==> src/rtl/plt_pkg.sv <==
package plt_pkg;

    // Sample width and configuration register width
    localparam int unsigned PIX_W     = 8;
    localparam int unsigned CFG_W     = 48;
    localparam int unsigned MAX_KNOTS = 6;
    localparam int unsigned SEL_W     = 3;
    localparam int unsigned DIV_STEPS = PIX_W;

    // Default knot count for the top level
    localparam int unsigned NUM_KNOTS_DEF = 6;

    // Reset curve: x = 0, 50, 100, 150, 200, 255 / y = 0, 80, 150, 190, 220, 255
    localparam logic [CFG_W-1:0] KNOT_X_RST = 48'hFF_C8_96_64_32_00;
    localparam logic [CFG_W-1:0] KNOT_Y_RST = 48'hFF_DC_BE_96_50_00;

    // Configuration register indexes
    typedef enum logic [0:0] {
        CFG_KNOT_X = 1'b0,
        CFG_KNOT_Y = 1'b1
    } t_cfg_idx;

    // Item moving down the search chain
    typedef struct packed {
        logic [PIX_W-1:0] pix;
        logic             found;
        logic [SEL_W-1:0] sel;
    } t_srch_item;

    // Item after segment setup
    typedef struct packed {
        logic [PIX_W-1:0] t;
        logic [PIX_W-1:0] dx;
        logic [PIX_W-1:0] d;
        logic [PIX_W-1:0] yl;
        logic             neg;
        logic             direct;
    } t_seg_item;

    // Item moving down the divider chain
    typedef struct packed {
        logic [PIX_W-1:0] rem;
        logic [PIX_W-1:0] lo;
        logic [PIX_W-1:0] q;
        logic [PIX_W-1:0] dx;
        logic [PIX_W-1:0] yl;
        logic             neg;
        logic             direct;
    } t_div_item;

    // Byte k of a packed knot register
    function automatic logic [PIX_W-1:0] knot_field(
        input logic [CFG_W-1:0] packed_val,
        input logic [SEL_W-1:0] k
    );
        logic [CFG_W-1:0] sh;
        sh = packed_val >> {k, 3'b000};
        return sh[PIX_W-1:0];
    endfunction

endpackage

==> src/rtl/plt_search_cell.sv <==
module plt_search_cell #(
    parameter int unsigned IDX = 0
) (
    input  logic                 i_clk,
    input  logic                 i_rst_n,
    input  logic                 i_valid,
    output logic                 o_ready,
    input  plt_pkg::t_srch_item  i_item,
    input  logic [plt_pkg::PIX_W-1:0] i_knot_x,
    output logic                 o_valid,
    input  logic                 i_ready,
    output plt_pkg::t_srch_item  o_item
);

    logic                r_valid;
    plt_pkg::t_srch_item r_item;
    plt_pkg::t_srch_item n_item;
    logic                en;

    // Stage moves when empty or when the next cell takes its contents
    assign en      = !r_valid || i_ready;
    assign o_ready = en;
    assign o_valid = r_valid;
    assign o_item  = r_item;

    // First knot at or above the pixel claims the item
    always_comb begin
        n_item = i_item;
        if (!i_item.found && (i_knot_x >= i_item.pix)) begin
            n_item.found = 1'b1;
            n_item.sel   = plt_pkg::SEL_W'(IDX);
        end
    end

    always_ff @(posedge i_clk) begin
        if (!i_rst_n) begin
            r_valid <= 1'b0;
        end else if (en) begin
            r_valid <= i_valid;
        end
    end

    always_ff @(posedge i_clk) begin
        if (en && i_valid) begin
            r_item <= n_item;
        end
    end

endmodule

==> src/rtl/plt_div_cell.sv <==
module plt_div_cell (
    input  logic                i_clk,
    input  logic                i_rst_n,
    input  logic                i_valid,
    output logic                o_ready,
    input  plt_pkg::t_div_item  i_item,
    output logic                o_valid,
    input  logic                i_ready,
    output plt_pkg::t_div_item  o_item
);

    logic                   r_valid;
    plt_pkg::t_div_item     r_item;
    plt_pkg::t_div_item     n_item;
    logic [plt_pkg::PIX_W:0] cat;
    logic [plt_pkg::PIX_W:0] diff;
    logic                   en;

    assign en      = !r_valid || i_ready;
    assign o_ready = en;
    assign o_valid = r_valid;
    assign o_item  = r_item;

    // One restoring division step: shift in next numerator bit, try subtract
    assign cat  = {i_item.rem, i_item.lo[plt_pkg::PIX_W-1]};
    assign diff = cat - {1'b0, i_item.dx};

    always_comb begin
        n_item    = i_item;
        n_item.lo = {i_item.lo[plt_pkg::PIX_W-2:0], 1'b0};
        if (cat >= {1'b0, i_item.dx}) begin
            n_item.rem = diff[plt_pkg::PIX_W-1:0];
            n_item.q   = {i_item.q[plt_pkg::PIX_W-2:0], 1'b1};
        end else begin
            n_item.rem = cat[plt_pkg::PIX_W-1:0];
            n_item.q   = {i_item.q[plt_pkg::PIX_W-2:0], 1'b0};
        end
    end

    always_ff @(posedge i_clk) begin
        if (!i_rst_n) begin
            r_valid <= 1'b0;
        end else if (en) begin
            r_valid <= i_valid;
        end
    end

    always_ff @(posedge i_clk) begin
        if (en && i_valid) begin
            r_item <= n_item;
        end
    end

endmodule

==> src/rtl/piecewise_linear_tone_curve_unit.sv <==
// Piecewise linear tone curve: each 8-bit pixel is mapped through NUM_KNOTS
// knots held in two packed registers (index 0 = knot x positions, index 1 =
// knot y values, knot 0 in the lowest byte). The unit takes one pixel per
// clock when nothing stalls. Each pixel passes one search cell per knot, a
// segment setup stage, a multiply stage, eight restoring divider cells (one
// quotient bit each) and the output register. Every stage is its own
// valid/stall slot, so bubbles close up and new pixels keep entering while a
// result waits at the output. Write the knot registers only while no
// transaction is in flight.
module piecewise_linear_tone_curve_unit #(
    parameter int unsigned NUM_KNOTS = plt_pkg::NUM_KNOTS_DEF
) (
    input  logic                       i_clk,
    input  logic                       i_rst_n,
    input  logic                       i_cfg_we,
    input  logic                       i_cfg_idx,
    input  logic [plt_pkg::CFG_W-1:0]  i_cfg_data,
    input  logic                       i_valid,
    output logic                       o_stall,
    input  logic [plt_pkg::PIX_W-1:0]  i_pixel_value,
    output logic                       o_valid,
    input  logic                       i_stall,
    output logic [plt_pkg::PIX_W-1:0]  o_mapped_value
);

    localparam int unsigned NDIV = plt_pkg::DIV_STEPS;

    // Configuration registers
    logic [plt_pkg::CFG_W-1:0] r_knot_x;
    logic [plt_pkg::CFG_W-1:0] r_knot_y;

    always_ff @(posedge i_clk) begin
        if (!i_rst_n) begin
            r_knot_x <= plt_pkg::KNOT_X_RST;
            r_knot_y <= plt_pkg::KNOT_Y_RST;
        end else if (i_cfg_we) begin
            unique case (plt_pkg::t_cfg_idx'(i_cfg_idx))
                plt_pkg::CFG_KNOT_X: r_knot_x <= i_cfg_data;
                plt_pkg::CFG_KNOT_Y: r_knot_y <= i_cfg_data;
                default:             r_knot_x <= r_knot_x;
            endcase
        end
    end

    // Search chain
    logic                s_valid [0:NUM_KNOTS];
    logic                s_ready [0:NUM_KNOTS];
    plt_pkg::t_srch_item s_item  [0:NUM_KNOTS];

    assign s_valid[0]       = i_valid;
    assign s_item[0].pix    = i_pixel_value;
    assign s_item[0].found  = 1'b0;
    assign s_item[0].sel    = '0;
    assign o_stall          = !s_ready[0];

    for (genvar k = 0; k < NUM_KNOTS; k++) begin : g_srch
        plt_search_cell #(
            .IDX (k)
        ) u_cell (
            .i_clk    (i_clk),
            .i_rst_n  (i_rst_n),
            .i_valid  (s_valid[k]),
            .o_ready  (s_ready[k]),
            .i_item   (s_item[k]),
            .i_knot_x (plt_pkg::knot_field(r_knot_x, plt_pkg::SEL_W'(k))),
            .o_valid  (s_valid[k+1]),
            .i_ready  (s_ready[k+1]),
            .o_item   (s_item[k+1])
        );
    end

    // Divider chain signals
    logic               d_valid [0:NDIV];
    logic               d_ready [0:NDIV];
    plt_pkg::t_div_item d_item  [0:NDIV];

    // Segment setup stage
    logic                  r_a_valid;
    plt_pkg::t_seg_item    r_a_item;
    plt_pkg::t_seg_item    n_a_item;
    logic                  a_en;
    logic                  b_en;
    plt_pkg::t_srch_item   sa;
    logic [plt_pkg::SEL_W-1:0] sel_lo;
    logic [plt_pkg::PIX_W-1:0] xl, xh, yl, yh;

    assign sa     = s_item[NUM_KNOTS];
    assign sel_lo = sa.sel - plt_pkg::SEL_W'(1);
    assign xh     = plt_pkg::knot_field(r_knot_x, sa.sel);
    assign yh     = plt_pkg::knot_field(r_knot_y, sa.sel);
    assign xl     = plt_pkg::knot_field(r_knot_x, sel_lo);
    assign yl     = plt_pkg::knot_field(r_knot_y, sel_lo);

    assign a_en               = !r_a_valid || b_en;
    assign s_ready[NUM_KNOTS] = a_en;

    always_comb begin
        n_a_item.t      = '0;
        n_a_item.dx     = plt_pkg::PIX_W'(1);
        n_a_item.d      = '0;
        n_a_item.neg    = 1'b0;
        n_a_item.direct = 1'b1;
        n_a_item.yl     = yh;
        if (!sa.found) begin
            // above the last knot
            n_a_item.yl = plt_pkg::knot_field(r_knot_y, plt_pkg::SEL_W'(NUM_KNOTS - 1));
        end else if ((sa.sel == '0) || (xh == sa.pix)) begin
            n_a_item.yl = yh;
        end else begin
            n_a_item.direct = 1'b0;
            n_a_item.yl     = yl;
            n_a_item.t      = sa.pix - xl;
            n_a_item.dx     = xh - xl;
            n_a_item.neg    = (yh < yl);
            n_a_item.d      = (yh < yl) ? (yl - yh) : (yh - yl);
        end
    end

    always_ff @(posedge i_clk) begin
        if (!i_rst_n) begin
            r_a_valid <= 1'b0;
        end else if (a_en) begin
            r_a_valid <= s_valid[NUM_KNOTS];
        end
    end

    always_ff @(posedge i_clk) begin
        if (a_en && s_valid[NUM_KNOTS]) begin
            r_a_item <= n_a_item;
        end
    end

    // Multiply stage: numerator = t*d, plus dx-1 on a falling segment (ceiling)
    logic                        r_b_valid;
    plt_pkg::t_div_item          r_b_item;
    plt_pkg::t_div_item          n_b_item;
    logic [2*plt_pkg::PIX_W-1:0] num;

    assign b_en = !r_b_valid || d_ready[0];

    assign num = (2*plt_pkg::PIX_W)'(r_a_item.t) * (2*plt_pkg::PIX_W)'(r_a_item.d)
               + (r_a_item.neg ? (2*plt_pkg::PIX_W)'(r_a_item.dx - plt_pkg::PIX_W'(1))
                               : '0);

    always_comb begin
        n_b_item.rem    = num[2*plt_pkg::PIX_W-1:plt_pkg::PIX_W];
        n_b_item.lo     = num[plt_pkg::PIX_W-1:0];
        n_b_item.q      = '0;
        n_b_item.dx     = r_a_item.dx;
        n_b_item.yl     = r_a_item.yl;
        n_b_item.neg    = r_a_item.neg;
        n_b_item.direct = r_a_item.direct;
    end

    always_ff @(posedge i_clk) begin
        if (!i_rst_n) begin
            r_b_valid <= 1'b0;
        end else if (b_en) begin
            r_b_valid <= r_a_valid;
        end
    end

    always_ff @(posedge i_clk) begin
        if (b_en && r_a_valid) begin
            r_b_item <= n_b_item;
        end
    end

    // Divider chain
    assign d_valid[0] = r_b_valid;
    assign d_item[0]  = r_b_item;

    for (genvar s = 0; s < NDIV; s++) begin : g_div
        plt_div_cell u_cell (
            .i_clk   (i_clk),
            .i_rst_n (i_rst_n),
            .i_valid (d_valid[s]),
            .o_ready (d_ready[s]),
            .i_item  (d_item[s]),
            .o_valid (d_valid[s+1]),
            .i_ready (d_ready[s+1]),
            .o_item  (d_item[s+1])
        );
    end

    // Output register
    logic                      r_o_valid;
    logic [plt_pkg::PIX_W-1:0] r_o_value;
    logic [plt_pkg::PIX_W-1:0] n_o_value;
    logic                      o_en;
    plt_pkg::t_div_item        dq;

    assign dq            = d_item[NDIV];
    assign o_en          = !r_o_valid || !i_stall;
    assign d_ready[NDIV] = o_en;

    always_comb begin
        if (dq.direct) begin
            n_o_value = dq.yl;
        end else if (dq.neg) begin
            n_o_value = dq.yl - dq.q;
        end else begin
            n_o_value = dq.yl + dq.q;
        end
    end

    always_ff @(posedge i_clk) begin
        if (!i_rst_n) begin
            r_o_valid <= 1'b0;
        end else if (o_en) begin
            r_o_valid <= d_valid[NDIV];
        end
    end

    always_ff @(posedge i_clk) begin
        if (o_en && d_valid[NDIV]) begin
            r_o_value <= n_o_value;
        end
    end

    assign o_valid        = r_o_valid;
    assign o_mapped_value = r_o_value;

    // Checks
    a_rst_clear: assert property (@(posedge i_clk)
        !i_rst_n |=> !o_valid)
        else $error("output valid after reset");

    a_seg_width: assert property (@(posedge i_clk) disable iff (!i_rst_n)
        (r_a_valid && !r_a_item.direct) |-> (r_a_item.dx != '0 && r_a_item.t < r_a_item.dx))
        else $error("interpolation segment malformed");

    a_num_range: assert property (@(posedge i_clk) disable iff (!i_rst_n)
        (r_b_valid && !r_b_item.direct) |-> (r_b_item.rem < r_b_item.dx))
        else $error("numerator overflows quotient width");

    a_div_rem: assert property (@(posedge i_clk) disable iff (!i_rst_n)
        (d_valid[NDIV] && !dq.direct) |-> (dq.rem < dq.dx))
        else $error("divider remainder out of range");

endmodule

==> config.mk <==
export PLATFORM = sky130hd
export DESIGN_NAME = piecewise_linear_tone_curve_unit
export DESIGN_NICKNAME = d
export VERILOG_FILES = /design/src/rtl/plt_pkg.sv /design/src/rtl/plt_search_cell.sv /design/src/rtl/plt_div_cell.sv /design/src/rtl/piecewise_linear_tone_curve_unit.sv
export SDC_FILE = /design/constraint.sdc
export NUM_CORES = 1
export LEC_CHECK = 0
export ABC_AREA = 0
export ABC_CLOCK_PERIOD_IN_PS = 6960
export CAP_MARGIN = 5
export CORE_MARGIN = 10
export CORE_UTILIZATION = 33
export CTS_CLUSTER_SIZE = 24
export DETAILED_ROUTE_END_ITERATION = 12
export DONT_BUFFER_PORTS = 1
export HOLD_SLACK_MARGIN = 0.03
export PLACE_DENSITY_LB_ADDON = 0.2
export SYNTH_ARGS = -nofsm -noshare
export SYNTH_HDL_FRONTEND = slang
export SYNTH_SLANG_ARGS = --single-unit
==> constraint.sdc <==
create_clock -name i_clk -period 6.96 [get_ports i_clk]
set_clock_uncertainty 0.1 [all_clocks]
set_input_delay 1.044 -clock i_clk [delete_from_list [all_inputs] [get_ports i_clk]]
set_output_delay 1.044 -clock i_clk [all_outputs]
set_load 0.005 [all_outputs]
# [After elaboration in Yosys (flattened, before gate mapping)]
# Cells that the tools add are included.
[classes] n_addsub=16 mul=1 magnitude_cmp=15 eq_ne=1 shift=4 n_mux=23 bitwise_logic=2 reduce_logical=68
[op_table] cell="48-bit by 6-bit >> shifter with 8-bit output" n=4
[op_table] cell="8-bit two-way mux" n=12
[op_table] cell="8-bit subtractor" n=12
[op_table] cell="9-bit by 8-bit greater-or-equal comparator with 1-bit output" n=8
[op_table] cell="8-bit greater-or-equal comparator" n=6
[op_table] cell="1-bit zero test" n=24
[op_table] cell="1-bit logical AND" n=22
[op_table] cell="1-bit logical OR" n=18
[op_table] cell="16-bit adder" n=1
[op_table] cell="8-bit by 8-bit multiplier with 16-bit output" n=1
[op_table] cell="16-bit two-way mux" n=1
[op_table] cell="1-bit two-way mux" n=9
[op_table] cell="8-bit by 1-bit subtractor with 9-bit output (second input constant)" n=1
[op_table] cell="8-bit adder" n=1
[op_table] cell="8-bit equality test" n=1
[op_table] cell="8-bit less-than comparator" n=1
[op_table] cell="4-bit two-way mux" n=1
[op_table] cell="2-bit AND reduction" n=2
[op_table] cell="3-bit zero test" n=1
[op_table] cell="3-bit by 1-bit subtractor with 3-bit output (second input constant)" n=1
[op_table] cell="1-bit NOT" n=2
[op_table] cell="2-bit OR reduction" n=1
[totals] reg_bits=517 out_inout_bits=10 word_cells=233

# [Depth between registers and ports, before layout]
# Gate-level depths: netlist of run 1.
[logic_depth] ltp_word=19 mapped_depth=21

# [Modules after synthesis]
# From an unflattened synthesis of run 1, not the netlist that was laid out.
[hier_totals] cells_unflattened=2471 area_unflattened_um2=30541.8
[modules_own_cells] module="piecewise_linear_tone_curve_unit" instances=1 cells_each=1272 area_each_um2=12094.1
[modules_own_cells] module="plt_div_cell (g_div[0].u_cell ...)" instances=5 cells_each=116 area_each_um2=1805.5
[modules_own_cells] module="plt_div_cell (g_div[5].u_cell ...)" instances=3 cells_each=113 area_each_um2=1814.2
[modules_own_cells] module="plt_search_cell (g_srch[1].u_cell ...)" instances=3 cells_each=47 area_each_um2=663.1
[modules_own_cells] module="plt_search_cell (g_srch[3].u_cell ...)" instances=2 cells_each=46 area_each_um2=660.6
[modules_own_cells] module="plt_search_cell (g_srch[0].u_cell)" instances=1 cells_each=47 area_each_um2=666.9

# [Least setup slack after synthesis of run 1]
# OpenSTA, ideal clock, no wires.
[synth_path] path_type="register to register" from="reg r_a_item (netlist bit n_b_item[10])" to="reg r_b_item (netlist bit d_item[377]), data pin" arrival_time_ps=5032 required_ps=6601 setup_slack_ps=1569 path_stages_with_launch=22 path_buffers=0 cell_sequence="edfxtp_1 -> inv_1 -> ha_1 -> nand2b_1 -> nor4_1 -> xor2_1 -> nand2_1 -> fa_1 -> inv_1 -> fa_1 -> inv_1 -> fa_1 -> fa_1 -> inv_1 -> ha_1 -> o21a_1 -> o31a_1 -> o211ai_1 -> a21oi_1 -> a2111oi_0 -> a21oi_1 -> xnor2_1"
[synth_lines] item="from (decl)" line_no="piecewise_linear_tone_curve_unit.sv:79" source="plt_pkg::t_seg_item r_a_item;"
[synth_lines] item="from (signal assigned)" line_no="piecewise_linear_tone_curve_unit.sv:129" source="r_a_item <= n_a_item;"
[synth_lines] item="to (signal assigned)" line_no="piecewise_linear_tone_curve_unit.sv:165" source="r_b_item <= n_b_item;"
[synth_lines] item="to (decl)" line_no="piecewise_linear_tone_curve_unit.sv:135" source="plt_pkg::t_div_item r_b_item;"

==> impl_metrics.json, run 1 <==
{
  "outcome": "finished clean",
  "worst_pin_slew_ps": 1190,
  "r2r_end": "d_item[377]$_DFFE_PP_",
  "maxSlewViolCount": 0,
  "finalSetupViolCount": 0,
  "grt_max_degree": 114,
  "multi_input_area_sq_um": 11400,
  "dr.pass1.iters": 7,
  "path_clk_slew_ps": 60,
  "ys.flop_type": "edfxtp_1",
  "postSynthCellCount": 2312,
  "max-cap-violations": 0,
  "startpoint_type": "register",
  "max_freq_mhz": 172,
  "wire_per_inst_um": 16.6,
  "grt.total_usage_pct": 12.2,
  "nNetsFinal": 2636,
  "synth-edff-count": 397,
  "clockPowerShare_pct": 45.0,
  "cts.path.max_buffers": 3,
  "vias": 16500,
  "synth_top_area_cell": "edfxtp_1",
  "p_leak_nw": 11.8,
  "yosysSeqAreaShare_pct": 52.9,
  "n_fill_cell": 7770,
  "critPathArrivalTime_ps": 6020,
  "cts_resized": 0,
  "grt_pass1_vias": 16700,
  "vdd_drop_max_v": 0.000188,
  "dp_slack_ps": 1150,
  "hold_path_depth": 0,
  "post-dp-hpwl_um": 43700,
  "ant_nets": 0,
  "final_cell_mix": "edfxtp_1 (397), inv_1 (280), nand2_1 (273)",
  "start_util_pct": 33.3,
  "power_frac_seq_pct": 50.4,
  "register_area_sq_um": 14200,
  "ctsHoldBuffers": 0,
  "busiest_layer": "met2",
  "required_ps": 7190,
  "clock-sinks": 510,
  "yosysTopAreaCellShare_pct": 44.5,
  "critical_path.max_fanout": 5,
  "grt_use_met1_pct": 15.3,
  "drt-initial-drc-count": 1225,
  "use_met2_pct": 21.3,
  "netlist_area_sq_um": 26800,
  "gr-total-overflow": 0,
  "p_int_w": 0.00518,
  "ys_seq_elements": 510,
  "final_common_cell": "edfxtp_1",
  "avgViaCountPerCell": 4.82,
  "rsz0062_at_grt": "no",
  "drc": 0,
  "num_rows": 104,
  "dpl_cell_area_sq_um": 28100,
  "antenna_found_initial": 4,
  "ys_warn_count": 0,
  "holdPathEnd": "g_div[0].u_cell.o_item[4]$_DFFE_PP_",
  "grtUsageMet3_pct": 1.80,
  "yosysUniqueCellTypes": 57,
  "die_y_um": 305,
  "combPwrFrac_pct": 4.6,
  "setup.worst_path.class": "reg -> reg",
  "end_kind": "register",
  "drive_above_1_share_pct": 8.60,
  "fp.dieArea_sq_um": 93000,
  "hold_violations": 0,
  "p_sw_w": 0.00147,
  "max_slew_margin_pct": 19.7,
  "synth_nets": 2623,
  "setup_slack_ps": 1160,
  "antenna_cells": 0,
  "die_w_um": 305,
  "switching_share_pct": 22.0,
  "cts_max_level": 2,
  "coreArea_sq_um": 80500,
  "area_growth_pct": 11.6,
  "grt_pass1_wl_um": 91700,
  "hp-class": "reg -> reg",
  "yosys-top-cells-area": "edfxtp_1 (44%), ha_1 (8.7%), dfxtp_1 (8.4%), fa_1 (4.6%), inv_1 (3.9%)",
  "routabilityCongestion": 0.843,
  "period_minus_slack_ps": 5800,
  "clk_latency_ps": 630,
  "cts_post_setup_buffers_inserted": 0,
  "cts_buffers": 56,
  "port-buffer-count": 0,
  "r2r-start": "n_b_item[10]$_SDFFCE_PP1P_",
  "hold_start": "d_item[340]$_DFFE_PP_",
  "reg2reg_depth": 21,
  "regToRegSetupSlack_ps": 1160,
  "cts_tree": "built",
  "cts_root_buf": "clkbuf_16",
  "powerDensity_nw_per_um2": 222,
  "design_area_sq_um": 29900,
  "fin_tns_setup_ps": 0,
  "ios": 72,
  "avgSynthCellArea_sq_um": 11.6,
  "wirelength_um": 57100,
  "synthArstFlopShare_pct": 0,
  "period_share_pct": 83.3
}
## area by class of cell
type,count,share of cell area (%)
Inverter,280,3.51
Clock inverter,38,1.39
Tap cell,1060,4.43
Sequential cell,510,47.4
Clock buffer,67,4.82
Multi-Input combinational cell,1459,38.0
Timing Repair Buffer,18,0.452
## metrics by stage
step                      utilization, %  hold slack (ps)  instances  power, W
after floorplan                        -              300       2312   0.00364
after global placement              34.8              300       3327   0.00371
after detailed placement            34.8              305       3327   0.00372
after CTS                           37.1              290       3432   0.00675
after global routing                37.1              287       3432   0.00692
final                               37.1              295       3432   0.00665
## metal layers
layer,vias to the layer above,wire length [um]
met5,-,0
met4,0,1580
met3,83,2410
met2,312,28200
met1,8041,24900
li1,8103,-
## cells by family (layout without fill, tap and decap cells)
| kind of cell | after synthesis | in the layout | synth area share (%) |
|---|---|---|---|
| muxes | 122 | 122 | 6.13 |
| AOI/OAI and AO/OA | 360 | 360 | 9.04 |
| DFF | 510 | 510 | 52.9 |
| and+or+nand+nor | 655 | 655 | 11.2 |
| adders and majority gates | 249 | 249 | 13.4 |
| buffers and inverters | 343 | 403 | 4.95 |
| xor gates and xnor gates | 73 | 73 | 2.39 |
## cells in the mapped netlist (all sizes together), types with 48 or more instances
cell,n
a21boi,79
a21oi,59
dfxtp,113
edfxtp,397
fa,62
ha,187
inv,280
mux2i,48
nand2,274
nand3,61
nor2,122
nor2b,58
o21ai,83
## worst max-delay path by stage
stage	startpoint	to	slack, ps	cells past startpoint
after global placement	n_b_item[10]$_SDFFCE_PP1P_	d_item[377]$_DFFE_PP_	1150	21
after detailed placement	n_b_item[10]$_SDFFCE_PP1P_	d_item[377]$_DFFE_PP_	1150	21
final	n_b_item[10]$_SDFFCE_PP1P_	d_item[377]$_DFFE_PP_	1160	21
after global routing	n_b_item[10]$_SDFFCE_PP1P_	d_item[377]$_DFFE_PP_	690	21
after floorplan	n_b_item[10]$_SDFFCE_PP1P_	d_item[377]$_DFFE_PP_	1570	21
after CTS	n_b_item[10]$_SDFFCE_PP1P_	d_item[377]$_DFFE_PP_	1120	21
## worst max-delay path, cell delays in order, from the launching register on
cell and delay, ps:
edfxtp_1 450, inv_1 90, ha_1 180, nand2b_1 90, nor4_1 320, xor2_1 200, nand2_1 90, fa_1 490
inv_1 50, fa_1 490, inv_1 50, fa_1 460, fa_1 540, inv_1 40, ha_1 340, o21a_1 200
o31a_1 120, o211ai_1 210, a21oi_1 100, a2111oi_0 610, a21oi_1 170, xnor2_1 170
## state kept, by name, summed over array words and instances, names as in the netlist, 6 cells and up
register / count
g_div.u_cell.o_item: 256
r_knot_y: 48
g_div.u_cell.o_valid: 8
g_srch.u_cell.o_item: 65
g_srch.u_cell.o_valid: 6
o_mapped_value: 8
r_knot_x: 48
d_item: 34
n_b_item: 18
r_a_item: 16
## power by group through the flow
stage          combinational, W  clock [W]  sequential, W
2_1_floorplan          0.000248          0        0.00339
3_3_place_gp           0.000302          0        0.00341
3_5_place_dp           0.000308          0        0.00341
4_1_cts                0.000310    0.00309        0.00335
5_1_grt                0.000352    0.00321        0.00335
6_report               0.000307    0.00299        0.00335
Note: power is estimated with default switching activity, not from simulation.
==> run 2, diff against run 1 <==
--- a/config.mk
+++ b/config.mk
@@ -5,8 +5,8 @@
 export SDC_FILE = /design/constraint.sdc
 export NUM_CORES = 1
 export LEC_CHECK = 0
-export ABC_AREA = 0
-export ABC_CLOCK_PERIOD_IN_PS = 6960
+export ABC_AREA = 1
+export ABC_CLOCK_PERIOD_IN_PS = 4700
 export CAP_MARGIN = 5
 export CORE_MARGIN = 10
 export CORE_UTILIZATION = 33
==> constraint.sdc (replaced) <==
create_clock -name i_clk -period 4.7 [get_ports i_clk]
set_clock_uncertainty 0.1 [all_clocks]
set_input_delay 0.705 -clock i_clk [delete_from_list [all_inputs] [get_ports i_clk]]
set_output_delay 0.705 -clock i_clk [all_outputs]
set_load 0.005 [all_outputs]
==> run 2 against run 1 <==
  * Setup slack got worse by 1400 ps
  * Register-to-register slack got worse by 1400 ps
  * Clock-buffer cell count rose by 2
  * The flow now finishes with violations (setup timing)
  * Combinational power rose by 64%
==> impl_metrics.json, run 2 <==
{
  "outcome": "finished with violations",
  "failed_checks": "setup timing",
  "start_util_pct": 33.4,
  "period_minus_slack_ps": 4930,
  "ys_warn_count": 0,
  "synth_fa_ha_area_share_pct": 13.3,
  "total_power_w": 0.0102,
  "clk_latency_ps": 620,
  "dr.pass1.iters": 6,
  "setup.worst_path.class": "reg -> reg",
  "crit_path_frequent_cell": "fa_1",
  "num_rows": 104,
  "ant_nets": 0,
  "synth_most_common_cell": "inv_1",
  "grt_pass1_wl_um": 99000,
  "n_fill_cell": 7849,
  "port-buffer-count": 0,
  "final_cell_mix": "inv_1 (482), nand2_1 (454), edfxtp_1 (397)",
  "setup_slack_ps": -231,
  "vdd_drop_max_v": 0.000260,
  "fp.dieArea_sq_um": 93600,
  "synth-edff-count": 397,
  "synthSimpleGateAreaFrac_pct": 14.1,
  "grt_max_degree": 141,
  "grt.total_usage_pct": 13.0,
  "synth.area.mux_share_pct": 0.0371,
  "die_w_um": 306,
  "yosysUniqueCellTypes": 55,
  "ios": 72,
  "antenna_found_initial": 0,
  "synth_common_cells": "inv_1 (484), nand2_1 (455), edfxtp_1 (397), nor2_1 (261), ha_1 (187)",
  "final_common_cell": "inv_1",
  "drt-initial-drc-count": 1179,
  "powerDensity_nw_per_um2": 334,
  "grtUsageMet3_pct": 1.86,
  "avgSynthCellArea_sq_um": 9.78,
  "wirelength_um": 61200,
  "routabilityCongestion": 0.838,
  "vias": 18600,
  "hold_violations": 0,
  "design_area_sq_um": 30600,
  "max_freq_mhz": 203,
  "max_slew_margin_pct": 23.4,
  "synth-compound-area-share_pct": 9.25,
  "end_kind": "register",
  "gr-total-overflow": 0,
  "area_growth_pct": 13.3,
  "critPathArrivalTime_ps": 5160,
  "netlist_area_sq_um": 27000,
  "cts_tree": "built",
  "startpoint_type": "register",
  "maxSlewViolCount": 0,
  "register_area_sq_um": 14200,
  "nNetsFinal": 3095,
  "grt_use_met1_pct": 16.9,
  "coreArea_sq_um": 80800,
  "cts_root_buf": "clkbuf_16",
  "yosys.area_share.xor_xnor_pct": 2.40,
  "synth_top_area_cell": "edfxtp_1",
  "synthArstFlopShare_pct": 0,
  "rsz0062_at_grt": "yes",
  "max-cap-violations": 0,
  "period_share_pct": 105,
  "largest_register_ffs": 256,
  "drive_above_1_share_pct": 7.87,
  "worst_pin_slew_ps": 1150,
  "slowest_stage": "fa_1",
  "critical_path.max_fanout": 4,
  "crit_buf_inv": 3,
  "post-dp-hpwl_um": 46600,
  "drc": 0,
  "hp-class": "in -> reg",
  "required_ps": 4930,
  "p_leak_nw": 13.2,
  "cp_cell_sequence": "nor2_1, nand2_1, nor3_2, or3b_4, a21oi_4, o21ai_4, fa_1, inv_1, fa_1, fa_1, inv_1, fa_1, inv_2, ha_4, a21oi_4, o21ai_2, a21oi_2, o21ai_2, a21oi_1, nor2_1, nor2_1, xnor2_1",
  "yosysSeqAreaShare_pct": 52.6,
  "use_met2_pct": 22.0,
  "synth_nets": 3067,
  "finalSetupViolCount": 7,
  "cpPeakStageDelay_ps": 490,
  "wire_per_inst_um": 15.7,
  "grt_pass1_vias": 18400,
  "multi_input_area_sq_um": 10700,
  "cts.path.max_buffers": 3,
  "avgViaCountPerCell": 4.77,
  "busiest_layer": "met2",
  "yosys-top-cells-area": "edfxtp_1 (44%), ha_1 (8.7%), dfxtp_1 (8.4%), inv_1 (6.7%), nand2_1 (6.3%)",
  "synth_top_family_by_area": "simple AND/OR/NAND/NOR gates",
  "cts_max_level": 2,
  "clock-sinks": 510,
  "dpl_cell_area_sq_um": 28300,
  "cts_buffers": 56,
  "fin_tns_setup_ps": -1000,
  "path_clk_slew_ps": 60,
  "yosysTopAreaCellShare_pct": 44.2,
  "ys.flop_type": "edfxtp_1",
  "die_y_um": 306,
  "postSynthCellCount": 2756,
  "path_delay_family": "adder cells",
  "ys_seq_elements": 510
}
run 2: changes by cell type after synthesis, sizes merged, moves of 40 or more:
| cell | delta |
|---|---|
| inv | +207 |
| nand2 | +187 |
| nor2 | +161 |
| o21ai | +104 |
| a21boi | -78 |
| a21oi | +78 |
| nor2b | -58 |
| mux2i | -47 |
| mux2 | -46 |
| and2 | -40 |
run 2: through the flow:
step	hold slack, ps	cells	setup slack, ps	utilization, %
4_1_cts	47.8	3888	-280	37.7
3_5_place_dp	305	3772	-361	35.0
5_1_grt	49.1	3892	-471	37.8
3_3_place_gp	302	3772	-348	35.0
2_1_floorplan	300	2756	-94.3	-
6_report	73.8	3894	-231	37.8
run 2: cells by family (layout without fill, tap and decap cells):
| family | after synthesis | after routing |
|---|---|---|
| adders and majority gates | 249 | 249 |
| other | 0 | 2 |
| DFF | 510 | 510 |
| muxes | 1 | 1 |
| buffers and inverters | 579 | 655 |
| AOI/OAI and AO/OA | 435 | 435 |
| and+or+nand+nor | 908 | 908 |
| xor gates and xnor gates | 74 | 74 |
run 2: report_power, final:
part	internal, W	switching (W)	leakage, nW	total [W]
logic	0.000200	0.000304	7.74	0.000505
registers	0.00490	0.0000733	4.52	0.00497
clock network	0.00287	0.00186	0.978	0.00474
run 2: final timing paths:
check                           cells past startpoint                              endpoint  slack [ps]                                start
worst min-delay path                                0  g_srch[0].u_cell.o_item[5]$_DFFE_PP_          70                     i_pixel_value[1]
worst max-delay path                               22                 d_item[376]$_DFFE_PP_        -230           n_b_item[11]$_SDFFCE_PP0P_
worst max register to register                     22                 d_item[376]$_DFFE_PP_        -230           n_b_item[11]$_SDFFCE_PP0P_
worst min register to register                      0   g_div[2].u_cell.o_item[9]$_DFFE_PP_         280  g_div[1].u_cell.o_item[9]$_DFFE_PP_
run 2: worst register-to-register path: cells and delay by family, from the launching register on:
kind            cells  cell delay [ps]
compound gates      7              820
simple gates        6             1010
xor+xnor            1               80
fa+ha+maj           5             2140
flops               1              400
buf+inv             3              140
run 2: area by class of cell:
cell class / instances / share of cell area [%]
flip-flops and latches: 510 / 46.4
clock buffers: 69 / 4.88
multi-input cells: 1667 / 35.1
repair buffers: 60 / 1.60
diodes: 2 / 0.0164
inverters: 489 / 6.01
clock inverters: 37 / 1.68
well taps: 1060 / 4.34
run 2: routing by layer:
layer	up-vias	part of all wire, %	wire length, um
li1	9177	-	-
met1	8873	44	27100
met2	417	48	29200
met3	109	5.1	3110
met4	0	2.9	1790
met5	-	0	0
run 2: what timing repair did:
| item | 4_1_cts | 5_1_grt |
|---|---|---|
| hold buffers | 4 | 0 |
| pin swaps | 16 | 8 |
| resized for setup | 17 | 7 |
| endpoints found under the setup margin | 9 | 13 |
| gates cloned | 0 | 0 |
| buffers inserted | 9 | 4 |
| hold endpoints to repair | 4 | 0 |
